`config.mk`:
```
export PLATFORM = sky130hd
export DESIGN_NAME = liked_and_recent_index_lists
export DESIGN_NICKNAME = d
export VERILOG_FILES = /design/src/rtl/core/lrl_pkg.sv /design/src/rtl/core/lrl_ram.sv /design/src/rtl/core/lrl_seq.sv /design/src/rtl/core/liked_and_recent_index_lists.sv
export VERILOG_INCLUDE_DIRS = /design/src /design/src/rtl/core
export SDC_FILE = /design/constraint.sdc
export NUM_CORES = 1
export LEC_CHECK = 0
export ABC_AREA = 1
export ABC_CLOCK_PERIOD_IN_PS = 3170
export BUFFER_PORTS_ARGS = -buffer_cell sky130_fd_sc_hd__buf_2
export CAP_MARGIN = 20
export CORE_UTILIZATION = 30
export DETAILED_ROUTE_END_ITERATION = 6
export PLACE_DENSITY = 0.47
export SLEW_MARGIN = 20
export SYNTH_ARGS = -nofsm -noshare
export SYNTH_HDL_FRONTEND = slang
export SYNTH_SLANG_ARGS = --single-unit
```
`constraint.sdc`:
```
create_clock -name clk -period 3.17 [get_ports clk]
set_input_delay 0.317 -clock clk [delete_from_list [all_inputs] [get_ports clk]]
set_output_delay 0.317 -clock clk [all_outputs]
set_load 0.02 [all_outputs]
```
`src/rtl/core/liked_and_recent_index_lists_defines.svh`:
```
// Assertion macros shared by the liked and recent index lists RTL.
// Each macro expects clk and rst_n to be visible where it is used.
`ifndef LIKED_AND_RECENT_INDEX_LISTS_DEFINES_SVH
`define LIKED_AND_RECENT_INDEX_LISTS_DEFINES_SVH

// The consequent must hold in the same cycle as the antecedent.
`define LRL_ASSERT_NOW(lbl, ante, cons, msg) \
  lbl: assert property (@(posedge clk) disable iff (!rst_n) (ante) |-> (cons)) \
    else $error(msg);

// The consequent must hold in the cycle after the antecedent.
`define LRL_ASSERT_NEXT(lbl, ante, cons, msg) \
  lbl: assert property (@(posedge clk) disable iff (!rst_n) (ante) |=> (cons)) \
    else $error(msg);

`endif

```
`src/rtl/core/lrl_pkg.sv`:
```
// Package for the liked and recent index lists block: sizes, codes and types.
// It depends on nothing and is used by lrl_seq, the top module and the testbench.
`timescale 1ns / 1ps

package lrl_pkg;

  localparam int LIKED_DEPTH  = 8;
  localparam int RECENT_DEPTH = 8;
  localparam int MAX_RESULTS  = 16;
  localparam int IDX_W        = 16;

  localparam int MAX_DEPTH = (LIKED_DEPTH > RECENT_DEPTH) ? LIKED_DEPTH : RECENT_DEPTH;
  localparam int CNT_W     = $clog2(MAX_DEPTH + 1);
  localparam int LF_W      = $clog2(LIKED_DEPTH + 1);
  localparam int RF_W      = $clog2(RECENT_DEPTH + 1);
  localparam int L_AW      = (LIKED_DEPTH > 1) ? $clog2(LIKED_DEPTH) : 1;
  localparam int R_AW      = (RECENT_DEPTH > 1) ? $clog2(RECENT_DEPTH) : 1;
  localparam int N_W       = $clog2(MAX_RESULTS + 1);

  localparam logic [CNT_W-1:0] L_DEPTH_C = CNT_W'(LIKED_DEPTH);
  localparam logic [CNT_W-1:0] R_DEPTH_C = CNT_W'(RECENT_DEPTH);
  localparam logic [N_W-1:0]   MAX_RES_C = N_W'(MAX_RESULTS);

  typedef enum logic [1:0] {
    MODE_RECORD  = 2'd0,
    MODE_LIKE    = 2'd1,
    MODE_DISLIKE = 2'd2,
    MODE_READ    = 2'd3
  } lrl_mode_t;

  typedef enum logic [3:0] {
    S_IDLE,
    S_APPEND,
    S_SHIFT_RD,
    S_SHIFT_WR,
    S_SCAN_RD,
    S_SCAN_CMP,
    S_READ_RD,
    S_READ_EMIT,
    S_EMPTY
  } lrl_state_t;

  typedef struct packed {
    logic [IDX_W-1:0] entry_index;
    logic             from_liked;
    logic             last;
    logic             lists_empty;
  } lrl_beat_t;

  typedef struct packed {
    logic             we;
    logic             to_liked;
    logic [CNT_W-1:0] addr;
    logic [IDX_W-1:0] data;
  } lrl_wr_t;

endpackage

```
`src/rtl/core/lrl_ram.sv`:
```
// Generic single-write, single-read memory with a registered read port.
// It depends on nothing.
`timescale 1ns / 1ps

module lrl_ram #(
  parameter int WIDTH = 16,
  parameter int DEPTH = 8,
  parameter int AW    = (DEPTH > 1) ? $clog2(DEPTH) : 1
) (
  input  logic             clk,
  input  logic             we,
  input  logic [AW-1:0]    waddr,
  input  logic [WIDTH-1:0] wdata,
  input  logic [AW-1:0]    raddr,
  output logic [WIDTH-1:0] rdata
);

  logic [WIDTH-1:0] mem_r [DEPTH];
  logic [WIDTH-1:0] rdata_r;

  always_ff @(posedge clk) begin
    if (we) begin
      mem_r[waddr] <= wdata;
    end
    rdata_r <= mem_r[raddr];
  end

  assign rdata = rdata_r;

endmodule

```
`src/rtl/core/lrl_seq.sv`:
```
// Sequencer of the liked and recent index lists: fill counts, the shared
// address counter and comparator, and the read-out walk. Uses lrl_pkg and
// the assertion macros header.
`timescale 1ns / 1ps
`include "liked_and_recent_index_lists_defines.svh"

module lrl_seq (
  input  logic                         clk,
  input  logic                         rst_n,
  input  logic                         in_valid,
  output logic                         in_ready,
  input  logic [1:0]                   in_mode,
  input  logic [lrl_pkg::IDX_W-1:0]    in_item_index,
  output logic                         emit_valid,
  input  logic                         emit_ready,
  output lrl_pkg::lrl_beat_t           emit_beat,
  output lrl_pkg::lrl_wr_t             wr,
  output logic [lrl_pkg::CNT_W-1:0]    rd_addr,
  input  logic [lrl_pkg::IDX_W-1:0]    liked_rdata,
  input  logic [lrl_pkg::IDX_W-1:0]    recent_rdata
);
  import lrl_pkg::*;

  lrl_state_t       state_r, state_nxt;
  lrl_mode_t        mode_r, mode_nxt;
  logic [IDX_W-1:0] idx_r, idx_nxt;
  logic [CNT_W-1:0] k_r, k_nxt;
  logic [N_W-1:0]   n_r, n_nxt;
  logic             use_liked_r, use_liked_nxt;
  logic             shift_app_r, shift_app_nxt;
  logic [LF_W-1:0]  liked_fill_r, liked_fill_nxt;
  logic [RF_W-1:0]  recent_fill_r, recent_fill_nxt;

  logic [CNT_W-1:0] l_fill, r_fill, cur_fill, cur_depth, limit, k_inc;
  logic [IDX_W-1:0] cur_rdata;
  logic             full, hit, shift_more, read_last, both_empty;

  assign l_fill     = CNT_W'(liked_fill_r);
  assign r_fill     = CNT_W'(recent_fill_r);
  assign cur_fill   = use_liked_r ? l_fill : r_fill;
  assign cur_depth  = use_liked_r ? L_DEPTH_C : R_DEPTH_C;
  assign cur_rdata  = use_liked_r ? liked_rdata : recent_rdata;
  assign full       = (cur_fill == cur_depth);
  assign limit      = shift_app_r ? cur_depth : cur_fill;
  assign shift_more = (k_r < limit);
  assign k_inc      = k_r + CNT_W'(1);
  assign hit        = (recent_rdata == idx_r);
  assign both_empty = (liked_fill_r == '0) && (recent_fill_r == '0);
  assign read_last  = ((n_r + N_W'(1)) == MAX_RES_C) ||
                      (use_liked_r ? ((k_inc >= l_fill) && (recent_fill_r == '0))
                                   : (k_inc >= r_fill));
  assign rd_addr    = k_r;

  always_comb begin
    state_nxt = state_r;
    unique case (state_r)
      S_IDLE: begin
        if (in_valid) begin
          unique case (lrl_mode_t'(in_mode))
            MODE_RECORD:  state_nxt = S_APPEND;
            MODE_LIKE:    state_nxt = S_SCAN_RD;
            MODE_DISLIKE: state_nxt = S_SCAN_RD;
            MODE_READ:    state_nxt = both_empty ? S_EMPTY : S_READ_RD;
          endcase
        end
      end
      S_APPEND: state_nxt = full ? S_SHIFT_RD : S_IDLE;
      S_SHIFT_RD: begin
        priority if (shift_more) begin
          state_nxt = S_SHIFT_WR;
        end else if (!shift_app_r && mode_r == MODE_LIKE) begin
          state_nxt = S_APPEND;
        end else begin
          state_nxt = S_IDLE;
        end
      end
      S_SHIFT_WR: state_nxt = S_SHIFT_RD;
      S_SCAN_RD: begin
        priority if (k_r < r_fill) begin
          state_nxt = S_SCAN_CMP;
        end else if (mode_r == MODE_LIKE) begin
          state_nxt = S_APPEND;
        end else begin
          state_nxt = S_IDLE;
        end
      end
      S_SCAN_CMP: state_nxt = hit ? S_SHIFT_RD : S_SCAN_RD;
      S_READ_RD: state_nxt = (use_liked_r && k_r >= l_fill) ? S_READ_RD : S_READ_EMIT;
      S_READ_EMIT: begin
        if (emit_ready) begin
          state_nxt = read_last ? S_IDLE : S_READ_RD;
        end
      end
      S_EMPTY: begin
        if (emit_ready) begin
          state_nxt = S_IDLE;
        end
      end
      default: state_nxt = S_IDLE;
    endcase
  end

  always_comb begin
    in_ready   = 1'b0;
    emit_valid = 1'b0;
    emit_beat  = '0;
    wr         = '0;
    wr.to_liked = use_liked_r;
    unique case (state_r)
      S_IDLE: in_ready = 1'b1;
      S_APPEND: begin
        if (!full) begin
          wr.we   = 1'b1;
          wr.addr = cur_fill;
          wr.data = idx_r;
        end
      end
      S_SHIFT_RD: begin
        if (!shift_more && shift_app_r) begin
          wr.we   = 1'b1;
          wr.addr = cur_depth - CNT_W'(1);
          wr.data = idx_r;
        end
      end
      S_SHIFT_WR: begin
        wr.we   = 1'b1;
        wr.addr = k_r - CNT_W'(1);
        wr.data = cur_rdata;
      end
      S_READ_EMIT: begin
        emit_valid            = 1'b1;
        emit_beat.entry_index = cur_rdata;
        emit_beat.from_liked  = use_liked_r;
        emit_beat.last        = read_last;
      end
      S_EMPTY: begin
        emit_valid            = 1'b1;
        emit_beat.last        = 1'b1;
        emit_beat.lists_empty = 1'b1;
      end
      S_SCAN_RD, S_SCAN_CMP, S_READ_RD: begin
      end
      default: begin
      end
    endcase
  end

  always_comb begin
    mode_nxt        = mode_r;
    idx_nxt         = idx_r;
    k_nxt           = k_r;
    n_nxt           = n_r;
    use_liked_nxt   = use_liked_r;
    shift_app_nxt   = shift_app_r;
    liked_fill_nxt  = liked_fill_r;
    recent_fill_nxt = recent_fill_r;
    unique case (state_r)
      S_IDLE: begin
        if (in_valid) begin
          mode_nxt      = lrl_mode_t'(in_mode);
          idx_nxt       = in_item_index;
          k_nxt         = '0;
          n_nxt         = '0;
          shift_app_nxt = 1'b0;
          use_liked_nxt = (lrl_mode_t'(in_mode) == MODE_READ);
        end
      end
      S_APPEND: begin
        if (full) begin
          k_nxt         = CNT_W'(1);
          shift_app_nxt = 1'b1;
        end else if (use_liked_r) begin
          liked_fill_nxt = liked_fill_r + LF_W'(1);
        end else begin
          recent_fill_nxt = recent_fill_r + RF_W'(1);
        end
      end
      S_SHIFT_RD: begin
        if (!shift_more && !shift_app_r) begin
          recent_fill_nxt = recent_fill_r - RF_W'(1);
          use_liked_nxt   = 1'b1;
        end
      end
      S_SHIFT_WR: k_nxt = k_inc;
      S_SCAN_RD: begin
        if (k_r >= r_fill) begin
          use_liked_nxt = 1'b1;
        end
      end
      S_SCAN_CMP: k_nxt = k_inc;
      S_READ_RD: begin
        if (use_liked_r && k_r >= l_fill) begin
          use_liked_nxt = 1'b0;
          k_nxt         = '0;
        end
      end
      S_READ_EMIT: begin
        if (emit_ready) begin
          k_nxt = k_inc;
          n_nxt = n_r + N_W'(1);
        end
      end
      S_EMPTY: begin
      end
      default: begin
      end
    endcase
  end

  always_ff @(posedge clk) begin
    if (!rst_n) begin
      state_r       <= S_IDLE;
      liked_fill_r  <= '0;
      recent_fill_r <= '0;
    end else begin
      state_r       <= state_nxt;
      liked_fill_r  <= liked_fill_nxt;
      recent_fill_r <= recent_fill_nxt;
    end
  end

  always_ff @(posedge clk) begin
    mode_r      <= mode_nxt;
    idx_r       <= idx_nxt;
    k_r         <= k_nxt;
    n_r         <= n_nxt;
    use_liked_r <= use_liked_nxt;
    shift_app_r <= shift_app_nxt;
  end

  `LRL_ASSERT_NOW(a_fill_bound, 1'b1, (l_fill <= L_DEPTH_C) && (r_fill <= R_DEPTH_C), "fill count beyond depth")
  `LRL_ASSERT_NEXT(a_last_ends_read, emit_valid && emit_ready && emit_beat.last, state_r == S_IDLE, "read did not end after last beat")
  `LRL_ASSERT_NOW(a_no_write_idle, in_ready, !wr.we && !emit_valid, "store write or beat while idle")
  `LRL_ASSERT_NEXT(a_recent_shrink, state_r == S_SHIFT_RD && !shift_more && !shift_app_r, recent_fill_r == $past(recent_fill_r) - RF_W'(1), "remove did not shrink recent list")

endmodule

```
`src/rtl/core/liked_and_recent_index_lists.sv`:
```
// Liked and recent index lists: two bounded lists of 16-bit item indices, kept
// oldest first, with record, like, dislike and read commands. Depends on lrl_pkg,
// lrl_seq and lrl_ram. The block takes a new item only while its sequencer is
// idle, and each item runs to completion before the next one is accepted. One
// address counter walks the two list memories and one 16-bit comparator checks
// the recent entries; each entry needs a read state and then a write, compare or
// emit state, because each memory has a single registered read port. A record
// appends to the recent list, or when it is full shifts the list down and writes
// the index at its tail. A dislike scans the recent list and removes the first
// entry equal to the index, if any. A like does the same and then appends the
// index to the liked list, shifting it down first when it is full. A read emits
// the liked entries and then the recent ones, at most 16 beats; it stalls while
// the output register is full and out_ready is low. An empty read emits one beat
// with last and lists_empty set. Each beat is taken into an output register that
// drives the out ports. Store contents are not cleared at reset; only the fill
// counts, sequencer state and output valid flag are, so it is ready at once.
`timescale 1ns / 1ps

module liked_and_recent_index_lists (
  input  logic                      clk,
  input  logic                      rst_n,
  input  logic                      in_valid,
  output logic                      in_ready,
  input  logic [1:0]                in_mode,
  input  logic [lrl_pkg::IDX_W-1:0] in_item_index,
  output logic                      out_valid,
  input  logic                      out_ready,
  output logic [lrl_pkg::IDX_W-1:0] out_entry_index,
  output logic                      out_from_liked,
  output logic                      out_last,
  output logic                      out_lists_empty
);
  import lrl_pkg::*;

  logic             emit_valid, emit_ready;
  lrl_beat_t        emit_beat;
  lrl_wr_t          wr;
  logic [CNT_W-1:0] rd_addr;
  logic [IDX_W-1:0] liked_rdata, recent_rdata;

  logic             out_valid_r, out_valid_nxt;
  lrl_beat_t        out_beat_r, out_beat_nxt;

  lrl_seq u_seq (
    .clk          (clk),
    .rst_n        (rst_n),
    .in_valid     (in_valid),
    .in_ready     (in_ready),
    .in_mode      (in_mode),
    .in_item_index(in_item_index),
    .emit_valid   (emit_valid),
    .emit_ready   (emit_ready),
    .emit_beat    (emit_beat),
    .wr           (wr),
    .rd_addr      (rd_addr),
    .liked_rdata  (liked_rdata),
    .recent_rdata (recent_rdata)
  );

  lrl_ram #(.WIDTH(IDX_W), .DEPTH(LIKED_DEPTH)) u_liked_ram (
    .clk  (clk),
    .we   (wr.we && wr.to_liked),
    .waddr(wr.addr[L_AW-1:0]),
    .wdata(wr.data),
    .raddr(rd_addr[L_AW-1:0]),
    .rdata(liked_rdata)
  );

  lrl_ram #(.WIDTH(IDX_W), .DEPTH(RECENT_DEPTH)) u_recent_ram (
    .clk  (clk),
    .we   (wr.we && !wr.to_liked),
    .waddr(wr.addr[R_AW-1:0]),
    .wdata(wr.data),
    .raddr(rd_addr[R_AW-1:0]),
    .rdata(recent_rdata)
  );

  assign emit_ready = !out_valid_r || out_ready;

  always_comb begin
    out_valid_nxt = out_valid_r;
    out_beat_nxt  = out_beat_r;
    if (emit_ready) begin
      out_valid_nxt = emit_valid;
      out_beat_nxt  = emit_beat;
    end
  end

  always_ff @(posedge clk) begin
    if (!rst_n) begin
      out_valid_r <= 1'b0;
    end else begin
      out_valid_r <= out_valid_nxt;
    end
  end

  always_ff @(posedge clk) begin
    out_beat_r <= out_beat_nxt;
  end

  assign out_valid       = out_valid_r;
  assign out_entry_index = out_beat_r.entry_index;
  assign out_from_liked  = out_beat_r.from_liked;
  assign out_last        = out_beat_r.last;
  assign out_lists_empty = out_beat_r.lists_empty;

endmodule

```
### Word level (Yosys, flattened, before mapping)

Memory sizes are Yosys's and may differ from the RTL's. A register that Yosys moved wholly into a read port is not among the register bits.
Cells that the tools add are included.

* memories kept: 2
* bits in registers: 61
* output and inout port bits: 21
* ROM bits: 0
* logic and storage cells: 139
* memory bits (writable): 256
* latch bits: 0
* input port bits: 22

Memories
* u_liked_ram.mem_r: depth 8, width 16, rd ports 1, clocked after Yosys merged registers in 1, write ports 1, line lrl_ram.sv:18 `logic [WIDTH-1:0] mem_r [DEPTH];`
* u_recent_ram.mem_r: depth 8, width 16, rd ports 1, clocked after Yosys merged registers in 1, write ports 1, line lrl_ram.sv:18

* mux-type cells: 52
* equality and inequality tests: 24
* $lt $le $gt $ge: 6
* add/subtract/negate cells: 6
* divide/modulo/power cells: 0
* bitwise operators: 1
* multipliers: 0
* shift operators: 0
* reduce and logical (&&, ||, !) cells: 34

Operators with widths (count)
* 2-to-1 mux 4 bit: 15
* case mux 19 bit (3 select lines): 1
* 2-to-1 mux 19 bit: 2
* case mux 4 bit (9 select lines): 1
* case mux 4 bit (5 select lines): 1
* 2-to-1 mux 1 bit: 19
* equality test 16 bit: 1
* equality test 4 x 3 -> 1 bit, second input constant: 4
* greater-or-equal comparator 4 bit: 4
* 2-to-1 mux 16 bit: 1
* adder 4 x 1 -> 4 bit, second input constant: 3
* logical NOT 4 bit: 3
* case mux 4 bit (3 select lines): 1
* AND reduction 3 bit: 4
* 2-to-1 mux 5 bit: 2
* != test 2 bit, second input constant: 5
* case mux 5 bit (2 select lines): 1
* AND reduction 5 bit: 2
* equality test 4 x 2 -> 1 bit, second input constant: 2
* equality test 4 bit, second input constant: 2
* logical AND 1 bit: 8
* < comparator 4 bit: 2
* != test 2 x 1 -> 1 bit, second input constant: 4
* case mux 4 bit (2 select lines): 1
* 22 further kinds: 34

### Longest topological paths before layout

Gate-level depths: netlist (run 1).

* word-level depth: 10
* depth in mapped cells: 18
* mapped depth without buffers: 15

### Modules after synthesis

A second synthesis (run 1) with hierarchy kept.

* cell total of the unflattened synthesis: 1694
* area, all modules: 16077.9 µm²

Modules (own cells, without submodules)
* lrl_ram: times used 2, cells each 587, area an instance 5989.5 µm², seq. area each 4164.0 µm²
* lrl_seq: times used 1, cells each 491, area an instance 3467.1 µm², seq. area each 1111.1 µm²
* liked_and_recent_index_lists: times used 1, cells each 29, area an instance 631.9 µm², seq. area each 590.6 µm²

### Worst setup path after synthesis (run 1)

OpenSTA, ideal clock, no wires.

* path type: reg2reg
* from: register u_seq.k_r[0] (netlist: u_seq.rd_addr[0])
* to: memory u_recent_ram.mem_r[6][0], enable pin
* setup time: 388 ps
* path buffers: 4
* data arrival time: 2718 ps
* clock period less this slack: 3107 ps
* data required time: 2782 ps
* setup slack: 63 ps
* cell stages (with the launch flop): 12
* cells stage by stage: edfxtp_1 > buf_2 > inv_2 > buf_2 > clkbuf_1 > buf_2 > ha_1 > o21ai_2 > inv_2 > o21ai_2 > nand3_1 > nor2_1

* cells in the longest elaborated chain, start to end: 8
* elaborated cells between the ends (all ways): 11
* classes of those cells: add/sub: 1; order compare: 1; mux: 6; reduce/logical: 3

Ends and longest elaborated chain
* start, declared: line lrl_seq.sv:27 `logic [CNT_W-1:0] k_r, k_nxt;`
* start signal, assigned: line lrl_seq.sv:225 `k_r <= k_nxt;`
* < comparator 4 bit: line lrl_seq.sv:45 `assign shift_more = (k_r < limit);`
* logical NOT 1 bit: line lrl_seq.sv:119 `if (!shift_more && shift_app_r) begin`
* logical AND 1 bit: line lrl_seq.sv:119
* 2-to-1 mux 1 bit: line lrl_seq.sv:119
* case mux 1 bit (3 select lines): line lrl_seq.sv:109 `unique case (state_r)`
* logical AND 1 bit: line liked_and_recent_index_lists.sv:71 `.we (wr.we && !wr.to_liked),`
* 2-to-1 mux 1 bit: line lrl_ram.sv:22 `if (we) begin`
* 2-to-1 mux 1 bit (implied by the code): line lrl_ram.sv:23 `mem_r[waddr] <= wdata;`
* end, declared: line lrl_ram.sv:18

Several ways; a longest one is shown, not always the timed one.

### Worst setup path after layout (run 1)

* from: register u_seq.use_liked_r
* to: memory u_recent_ram.mem_r[2][14] (data pin)

* cells in the longest elaborated chain, start to end: 7
* elaborated cells between the ends (all ways): 10
* classes of those cells: order compare: 1; eq/ne: 1; mux: 6; reduce/logical: 2

Ends and longest elaborated chain
* start, declared: line lrl_seq.sv:29 `logic use_liked_r, use_liked_nxt;`
* start signal, assigned: line lrl_seq.sv:227 `use_liked_r <= use_liked_nxt;`
* 2-to-1 mux 4 bit: line lrl_seq.sv:40 `assign cur_fill = use_liked_r ? l_fill : r_fill;`
* 2-to-1 mux 4 bit: line lrl_seq.sv:44 `assign limit = shift_app_r ? cur_depth : cur_fill;`
* < comparator 4 bit: line lrl_seq.sv:45
* logical NOT 1 bit: line lrl_seq.sv:119
* logical AND 1 bit: line lrl_seq.sv:119
* 2-to-1 mux 19 bit: line lrl_seq.sv:119
* case mux 19 bit (3 select lines) (*): line lrl_seq.sv:109
* via u_liked_ram.wdata[14]: line lrl_ram.sv:13 `input logic [WIDTH-1:0] wdata,`

Mark *: on every way through the listed nets, which the timed path passes. The rest lies on a longest branch.

==> impl_metrics.toml, run 1 <==
[run_status]
status = "finished, final reports clean"

[floorplan]
initial_core_util_pct = 30.6
io_pins = 43
die_w_um = 223
fp.dieH_um = 223
rows = 80
dieArea_sq_um = 49900
core_sq_um = 48000

[power]
vdd_drop_max_mv = 0.341
p_per_area_nw_per_um2 = 717
p_leak_nw = 6.63

[routing]
drtIter0Drc = 677
ant_nets = 0
vias_per_cell = 4.77
wl_per_cell_um = 18.7
remaining_drc_errors = 0
dr.pass1.iters = 5
wirelength_um = 37900
vias = 9684

[worst_setup_path]
crit_buf_inv = 3
arrival_ps = 3030
crit_path_cell_trace = "o21ai_2, nand2_1, ha_1, nand2_1, inv_1, nand2_2, nand2_2, nand3_4, inv_4, nor2_8, buf_4, o22ai_2"
end_kind = "flip-flop"
critPathMaxStageDelay_ps = 550
worst_ep_required_time_ps = 3410
worst_setup_path_start_kind = "flip-flop"
r2r_setup_slack_ps = 380
cpMaxStageDelayCell = "edfxtp_1"
cp_max_fo = 16
reg2regPathDepth = 12
r2r-start = "u_seq.use_liked_r$_DFFE_PP_"
critPathKind = "reg -> reg"
critPathTopFamily = "compound AO/OA/AOI/OAI gates"
reg2reg_to = "u_recent_ram.mem_r[2][14]$_DFFE_PP_"

[hold_path]
min-delay-start = "rst_n"
hold_path.class = "in -> reg"
hold_depth = 3
hold_end = "u_seq.l_fill[3]$_SDFFE_PN0P_"

[layout]
area_growth_pct = 17.0
final_cell_mix = "edfxtp_1, nor2_1, o21ai_0"
nets = 1437
antenna_cells = 0
drive_above_1_share_pct = 14.8
layout_commonest_cell = "edfxtp_1"

[yosys]
syn_nets = 1351
synth_area_per_cell_sq_um = 11.3
ys_types = 42
synthCells = 1299
synth_area_sq_um = 14700
yosysSeqAreaShare_pct = 68.3
yosysWarnings = 0
ys_ff_latch = 349

[clock_tree]
clkTransAtPathRegs_ps = 60
clock_sink_count = 349
cts_tree = "done"
post-cts-setup-buffers = 0
cts.htree.levels = 2
cts_buffer_depth = 3
clock-root-buffer = "clkbuf_16"
clkLatencyLatePin_ps = 540
cts_buffers = 38

[sta]
setup_violations = 0
relSlewSlack_pct = 37.7
slew_viol_final = 0
timing.fmax_ghz = 0.359
fin_crit_sh_pct = 87.9
finalCriticalPeriod_ps = 2790
holdWs_ps = 82.8
finClkSkew_ps = 15.2
tightest_slew_ps = 924
rsz0062_at_grt = "false"
finalSetupTns_ps = 0
hold_viol = 0

[global_routing]
antenna_found_initial = 0
grt_max_degree = 131
grt_pass1_wl_um = 57800
grt_pass1_vias = 9405
grt_use_total_pct = 15.4
grt_overflow_total = 0

[placed_design]
gp_congestion = 0.843
io_buffers = 42
dp_hpwl_um = 23600

[flow_run]
drv_cap = 0
## tightest hold or removal path, cell delays in order
cell,delay [ps]
buf_2,150
nand2_1,80
nor2_1,30
## cell usage after synthesis (all sizes together)
library cell	number	area share [%]
a21o	1	0.051
a21oi	23	0.78
a31oi	33	1.4
buf	23	0.89
clkbuf	36	0.92
dfxtp	45	6.1
edfxtp	304	62
fa	1	0.14
ha	29	2.5
inv	90	2.4
mux2i	2	0.14
nand2	139	4.0
nand3	23	0.87
nand4	10	0.43
nor2	310	8.2
nor3	8	0.38
nor3b	1	0.085
o2111ai	1	0.060
o211ai	1	0.051
o21ai	165	5.7
o21bai	1	0.051
o22ai	46	2.4
or2	1	0.043
xnor2	2	0.12
xor2	4	0.24
## final cells by class
class                   count  area, sq um
clock buffers              59         1110
clock inverters            11         96.3
fillers                  4724        30800
inverters                  90          349
multi-input cells         801         4100
flip-flops and latches    349        10000
well taps                 615          769
repair buffers            105          741
## routing by layer
metal | part of all wire [%] | up-vias | GRT usage [%]
li1 | - | 4727 | -
met1 | 50 | 4684 | 22.2
met2 | 44 | 220 | 23.9
met3 | 4.2 | 53 | 2.30
met4 | 2.3 | 0 | 4.77
met5 | 0 | - | 0
## worst max-delay path by stage
stage          cells past startpoint  slack, ps                         from                             endpoint
4_1_cts                           13         90  u_seq.use_liked_r$_DFFE_PP_   u_liked_ram.mem_r[4][13]$_DFFE_PP_
2_1_floorplan                     11         60   u_seq.rd_addr[0]$_DFFE_PP_   u_recent_ram.mem_r[6][0]$_DFFE_PP_
3_3_place_gp                      15        180  u_seq.use_liked_r$_DFFE_PP_    u_liked_ram.mem_r[4][7]$_DFFE_PP_
3_5_place_dp                      13        100  u_seq.use_liked_r$_DFFE_PP_    u_liked_ram.mem_r[4][7]$_DFFE_PP_
6_report                          12        380  u_seq.use_liked_r$_DFFE_PP_  u_recent_ram.mem_r[2][14]$_DFFE_PP_
5_1_grt                           12        100  u_seq.use_liked_r$_DFFE_PP_  u_recent_ram.mem_r[3][14]$_DFFE_PP_
## repair_timing
action                                  in CTS  in global routing
gates resized for setup                      0                  2
endpoints found under the setup margin       0                 32
hold endpoints to repair                    18                  0
hold buffers                                18                  0
## power by group
| part | internal, W | total (W) | switching [W] |
|---|---|---|---|
| sequential | 0.00530 | 0.00553 | 0.000233 |
| clock | 0.00251 | 0.00430 | 0.00179 |
| combinational | 0.000761 | 0.00250 | 0.00174 |
## metrics by stage
| step | setup WS (ps) | utilization (%) | total power, W | area (sq um) | cells |
|---|---|---|---|---|---|
| 2_1_floorplan | 63.3 | - | 0.00722 | 14700 | 1299 |
| 3_3_place_gp | 182 | 32.9 | 0.00814 | 15800 | 1942 |
| 3_5_place_dp | 99.4 | 32.9 | 0.00814 | 15800 | 1942 |
| 4_1_cts | 88.6 | 35.8 | 0.0125 | 17200 | 2030 |
| 5_1_grt | 97.0 | 35.8 | 0.0130 | 17200 | 2030 |
| 6_report | 382 | 35.8 | 0.0123 | 17200 | 2030 |
## registers in the layout, indices dropped and copies added, names as in the netlist
register            flops
u_seq.n_r               5
u_liked_ram.mem_r     128
u_seq.mode_r            2
out_from_liked          1
u_seq.shift_app_r       1
u_seq.l_fill            4
u_recent_ram.mem_r    128
out_last                1
u_seq.use_liked_r       1
out_lists_empty         1
u_seq.state_r           4
u_seq.r_fill            4
u_seq.idx_r            16
u_liked_ram.rdata      16
out_valid               1
u_recent_ram.rdata     16
out_entry_index        16
u_seq.rd_addr           4
## cells by family (layout without fill, tap and decap cells)
logic type / count (synthesis) / in the layout / synth area share (%)
and+or+nand+nor: 492 / 492 / 14.0
buffers and inverters: 149 / 265 / 4.18
xor gates and xnor gates: 6 / 6 / 0.358
adders and majority gates: 30 / 30 / 2.61
AOI/OAI and AO/OA: 271 / 271 / 10.5
muxes: 2 / 2 / 0.136
DFF: 349 / 349 / 68.3
No activity file was read; power rests on OpenSTA's default activity.
==> run 2: changes to the inputs <==
- RECOVER_POWER: not set -> 100
==> run 2 against run 1 <==
Net effect:
- the flow now finishes with violations (capacitance limit, slew limit)
- critical path depth is 5 lower
- setup slack worse by 140 ps
- via count hardly changed
- first-iteration DRC count is 6.4% higher
- total power is 0.33% lower
- worst hold slack hardly changed
- routed wire length hardly changed
- clock skew is 2.1 ps higher
- sequential power hardly changed
- sequential share of layout area is 0.66 points higher
- highest routed layer unchanged
==> impl_metrics.toml, run 2 (synthesis results as in run 1) <==
[run_status]
status = "complete, but fails checks"
violations = "capacitance limit, slew limit"

[worst_setup_path]
arrival_ps = 3380
critPathKind = "reg -> reg"
reg2reg_to = "u_liked_ram.rdata[0]$_DFF_P_"
crit_path_cell_trace = "buf_4, inv_2, clkbuf_2, o21ai_0, o22ai_1, nor2_1, a31oi_1"
r2r-start = "u_seq.rd_addr[1]$_DFFE_PP_"
end_kind = "flip-flop"
critPathMaxStageDelay_ps = 1130
worst_setup_path_start_kind = "flip-flop"
cpMaxStageDelayCell = "clkbuf_2"
reg2regPathDepth = 7
worst_ep_required_time_ps = 3620
cp_max_fo = 64
r2r_setup_slack_ps = 250

[layout]
layout_commonest_cell = "edfxtp_1"
nFillCells = 4763
fin_util_pct = 35.4
final-seq-area_sq_um = 10000
antenna_cells = 0
multi_input_area_sq_um = 4010
final_cell_mix = "edfxtp_1, nor2_1, o21ai_0"
stdcell_count = 2030
drive_above_1_share_pct = 11.4
nets = 1437
area_growth_pct = 15.7
reg_top3 = "u_liked_ram.mem_r (128), u_recent_ram.mem_r (128)"

[power]
power.switching_w = 0.00374
p_leak_nw = 6.47
seqPwrFrac_pct = 45.1
internal_power_w = 0.00854
vdd_drop_max_mv = 0.341
p_per_area_nw_per_um2 = 722
switching_share_pct = 30.5
pwr-share-comb_pct = 19.9
p_clk_share_pct = 35.0

[sta]
rsz0062_at_grt = "false"
hold_viol = 0
timing.fmax_ghz = 0.342
setup_violations = 0
tightest_slew_ps = 1600
finClkSkew_ps = 17.2
relSlewSlack_pct = -6.78
slew_viol_final = 65
finalCriticalPeriod_ps = 2920
fin_crit_sh_pct = 92.2
finalSetupTns_ps = 0

[floorplan]
rows = 80
core_sq_um = 48000
dieArea_sq_um = 49900
initial_core_util_pct = 30.6
fp.dieH_um = 223
io_pins = 43
die_w_um = 223

[hold_path]
hold_path.class = "in -> reg"
hold_depth = 3
min-delay-start = "rst_n"
hold_end = "u_seq.l_fill[3]$_SDFFE_PN0P_"

[clock_tree]
clkTransAtPathRegs_ps = 60
cts_buffer_depth = 3
clock-root-buffer = "clkbuf_16"
cts_tree = "done"
clock_sink_count = 349
cts_buffers = 38
cts.htree.levels = 2
clkLatencyLatePin_ps = 540

[global_routing]
grt_pass1_wl_um = 57800
grt_pass1_vias = 9405
grt_use_total_pct = 15.4
grt_overflow_total = 0
antenna_found_initial = 0
grt_max_degree = 131

[placed_design]
gp_congestion = 0.843
post-place-cells = 1942
dp_hpwl_um = 23600
io_buffers = 42

[routing]
wl_per_cell_um = 18.7
vias_per_cell = 4.77
vias = 9685
wirelength_um = 37900
drtIter0Drc = 720
remaining_drc_errors = 0
dr.pass1.iters = 5
ant_nets = 0

[flow_run]
drv_cap = 1
==> run 2: timing repair <==
item	4_1_cts	5_1_grt
hold endpoints to repair	18	0
setup endpoints to repair	0	32
buffers inserted	0	0
hold buffers	18	0
gates resized for setup	0	2
==> run 2: worst max-delay path: cells and delay by family, from the launching register on <==
kind            cells  cell delay, ps
compound gates      3             890
simple gates        1             100
buf+inv             3            1370
flops               1             420
==> run 2: worst max-delay path by stage <==
stage	from	end	slack (ps)	cells past startpoint
final	u_seq.rd_addr[1]$_DFFE_PP_	u_liked_ram.rdata[0]$_DFF_P_	250	7
after global routing	u_seq.rd_addr[1]$_DFFE_PP_	u_liked_ram.rdata[10]$_DFF_P_	60	7
after CTS	u_seq.use_liked_r$_DFFE_PP_	u_liked_ram.mem_r[4][13]$_DFFE_PP_	90	13
after detailed placement	u_seq.use_liked_r$_DFFE_PP_	u_liked_ram.mem_r[4][7]$_DFFE_PP_	100	13
after global placement	u_seq.use_liked_r$_DFFE_PP_	u_liked_ram.mem_r[4][7]$_DFFE_PP_	180	15
after floorplan	u_seq.rd_addr[0]$_DFFE_PP_	u_recent_ram.mem_r[6][0]$_DFFE_PP_	60	11
==> run 2: metal layers <==
layer	wire length [um]	vias to the layer above	GRT usage, %
met5	0	-	0
met4	852	0	4.77
met3	1560	51	2.30
met2	16800	204	23.9
met1	18700	4702	22.2
li1	-	4728	-
==> run 2: metrics by stage <==
step                total power (W)  hold slack, ps  setup WS (ps)  instance area, sq um
floorplan                   0.00722             416           63.3                 14700
global placement            0.00814             476            182                 15800
detailed placement          0.00814             489           99.4                 15800
CTS                          0.0125            68.8           88.6                 17200
global route                 0.0129            81.7           57.3                 17000
finish                       0.0123            83.0            246                 17000
==> run 2: power by group through the flow <==
stage	combinational [W]	sequential (W)	clock, W
after floorplan	0.00172	0.00550	0
after global placement	0.00252	0.00563	0
after detailed placement	0.00251	0.00563	0
after CTS	0.00254	0.00553	0.00442
after global routing	0.00279	0.00557	0.00458
final	0.00245	0.00554	0.00430
==> run 2: area by class of cell <==
cell class / count / share of cell area (%)
Sequential cell: 349 / 59.0
Multi-Input combinational cell: 801 / 23.5
Tap cell: 615 / 4.52
Timing Repair Buffer: 105 / 3.80
Clock inverter: 11 / 0.566
Clock buffer: 59 / 6.53
Inverter: 90 / 2.05
==> run 3: changes to the inputs <==
- CORE_ASPECT_RATIO: not set -> 1.1
==> run 3 against run 2 <==
Net effect:
- the run now ends clean
- combinational power is essentially flat
- clock power grew 3%
- setup slack gained 80 ps
- sequential share of layout area shrank 0.83 points
- via count shrank 0.31%
- die area is essentially flat
- first-iteration DRC count grew 13%
- clock skew shrank 3.8 ps
- design area grew 1.4%
- critical path depth grew 3
- non-clock buffer count grew 6
- worst hold slack gained 25 ps
==> impl_metrics.toml, run 3 (synthesis results as in run 1) <==
[floorplan]
core_sq_um = 48000
io_pins = 43
fp.dieH_um = 234
initial_core_util_pct = 30.6
dieArea_sq_um = 49900
die_w_um = 213
rows = 84

[power]
power.switching_w = 0.00375
p_leak_nw = 6.54
p_per_area_nw_per_um2 = 720
vdd_drop_max_mv = 0.299
pwr-share-comb_pct = 19.9
switching_share_pct = 30.2
internal_power_w = 0.00867
seqPwrFrac_pct = 44.4
p_clk_share_pct = 35.7

[clock_tree]
cts.htree.levels = 2
clkTransAtPathRegs_ps = 50
cts_resized = 0
cts_buffer_depth = 3
clock_sink_count = 349
clock-root-buffer = "clkbuf_16"
cts_buffers = 40
cts_tree = "done"
clkLatencyLatePin_ps = 540

[global_routing]
grt_max_degree = 131
grt_pass1_wl_um = 56900
grt_overflow_total = 0
grt_pass1_vias = 9250
grt_use_total_pct = 15.4
antenna_found_initial = 0

[worst_setup_path]
reg2reg_to = "u_liked_ram.mem_r[5][10]$_DFFE_PP_"
crit_path_cell_trace = "inv_1, nand2_2, nor3_1, nand2_1, clkinv_1, nor2_2, inv_1, nand4_1, nor2_2, clkbuf_4"
worst_ep_required_time_ps = 3380
arrival_ps = 3050
r2r_setup_slack_ps = 330
cp-startpoint = "u_seq.state_r[3]$_SDFFE_PN0P_"
crit_buf_inv = 4
cpMaxStageDelayCell = "nor3_1"
critPathMaxStageDelay_ps = 830
r2r-start = "u_seq.state_r[3]$_SDFFE_PN0P_"
crit_end = "u_liked_ram.mem_r[5][10]$_DFFE_PP_"
cp.depth = 10
critPathKind = "reg -> reg"
critPathTopFamily = "simple AND/OR/NAND/NOR gates"
cp_max_fo = 16
worst_setup_path_start_kind = "flip-flop"
end_kind = "flip-flop"
reg2regPathDepth = 10

[sta]
tightest_slew_ps = 1110
hold_viol = 0
setup_violations = 0
slew_viol_final = 0
finalSetupTns_ps = 0
timing.fmax_ghz = 0.352
finClkSkew_ps = 13.4
finalCriticalPeriod_ps = 2840
relSlewSlack_pct = 26.0
rsz0062_at_grt = "false"
fin_crit_sh_pct = 89.7

[placed_design]
post-place-cells = 1978
dp_hpwl_um = 24000
io_buffers = 42
gp_congestion = 0.900

[routing]
wirelength_um = 38100
ant_nets = 0
remaining_drc_errors = 0
vias = 9655
wl_per_cell_um = 18.4
drtIter0Drc = 811
vias_per_cell = 4.67
dr.pass1.iters = 5

[layout]
stdcell_count = 2068
drive_above_1_share_pct = 11.0
reg_top3 = "u_liked_ram.mem_r (128), u_recent_ram.mem_r (128)"
nets = 1445
antenna_cells = 0
fin_util_pct = 35.9
area_growth_pct = 17.4
layout_commonest_cell = "edfxtp_1"
final_cell_mix = "edfxtp_1, nor2_1, o21ai_0"

[flow_run]
drv_cap = 0

[hold_path]
hold_path.class = "in -> reg"

[run_status]
status = "finished, final reports clean"
==> run 3: changes by cell type in the layout (fill, tap and decap cells not counted), sizes merged <==
cell	before	now
inv	90	87
clkinvlp	1	4
clkbuf	110	109
clkinv	9	12
buf	36	42
==> run 3: metal layers <==
metal  part of all wire (%)  global-route usage [%]  up-vias
met1                     47                    21.0     4676
met3                    3.7                    2.24       58
met2                     46                    24.7      189
li1                       -                       -     4732
met4                    3.0                    5.58        0
met5                      0                       0        -
==> run 3: worst min path at each step <==
stage,startpoint,endpoint,cells past startpoint
after floorplan,in_item_index[0],u_seq.idx_r[0]$_DFFE_PP_,0
after global placement,u_seq.r_fill[3]$_SDFFE_PN0P_,u_seq.r_fill[3]$_SDFFE_PN0P_,2
after detailed placement,u_seq.r_fill[3]$_SDFFE_PN0P_,u_seq.r_fill[3]$_SDFFE_PN0P_,2
after CTS,out_ready,u_seq.state_r[3]$_SDFFE_PN0P_,4
after global routing,rst_n,u_seq.l_fill[3]$_SDFFE_PN0P_,3
final,rst_n,u_seq.l_fill[3]$_SDFFE_PN0P_,3
==> run 3: area by class of cell <==
cell class	instances	area, sq um
clock buffers	58	1160
clock inverters	14	115
fillers	4774	30800
inverters	90	349
multi-input cells	801	3970
flip-flops and latches	349	10000
well taps	645	807
repair buffers	111	822
==> run 3: worst min-delay path, stage by stage <==
cell,delay (ps)
buf_2,160
nand2_1,80
nor2_1,30
==> run 3: metrics by stage <==
step / instance area [sq um] / setup slack [ps] / power, W / hold slack [ps]
3_3_place_gp: 16000 / 546 / 0.00817 / 474
5_1_grt: 17200 / 133 / 0.0130 / 132
3_5_place_dp: 16000 / 479 / 0.00817 / 480
2_1_floorplan: 14700 / 63.3 / 0.00722 / 416
6_report: 17200 / 326 / 0.0124 / 108
4_1_cts: 17500 / 461 / 0.0126 / 98.0
==> run 3: timing repair <==
item,4_1_cts,5_1_grt
endpoints found under the hold margin,18,0
hold buffers,18,0
setup buffers,0,0
==> run 3: power groups by stage <==
stage / logic, W / clock network [W] / registers (W)
final: 0.00247 / 0.00443 / 0.00552
after global placement: 0.00256 / 0 / 0.00562
after floorplan: 0.00172 / 0 / 0.00550
after CTS: 0.00258 / 0.00455 / 0.00552
after global routing: 0.00277 / 0.00472 / 0.00554
after detailed placement: 0.00255 / 0 / 0.00562
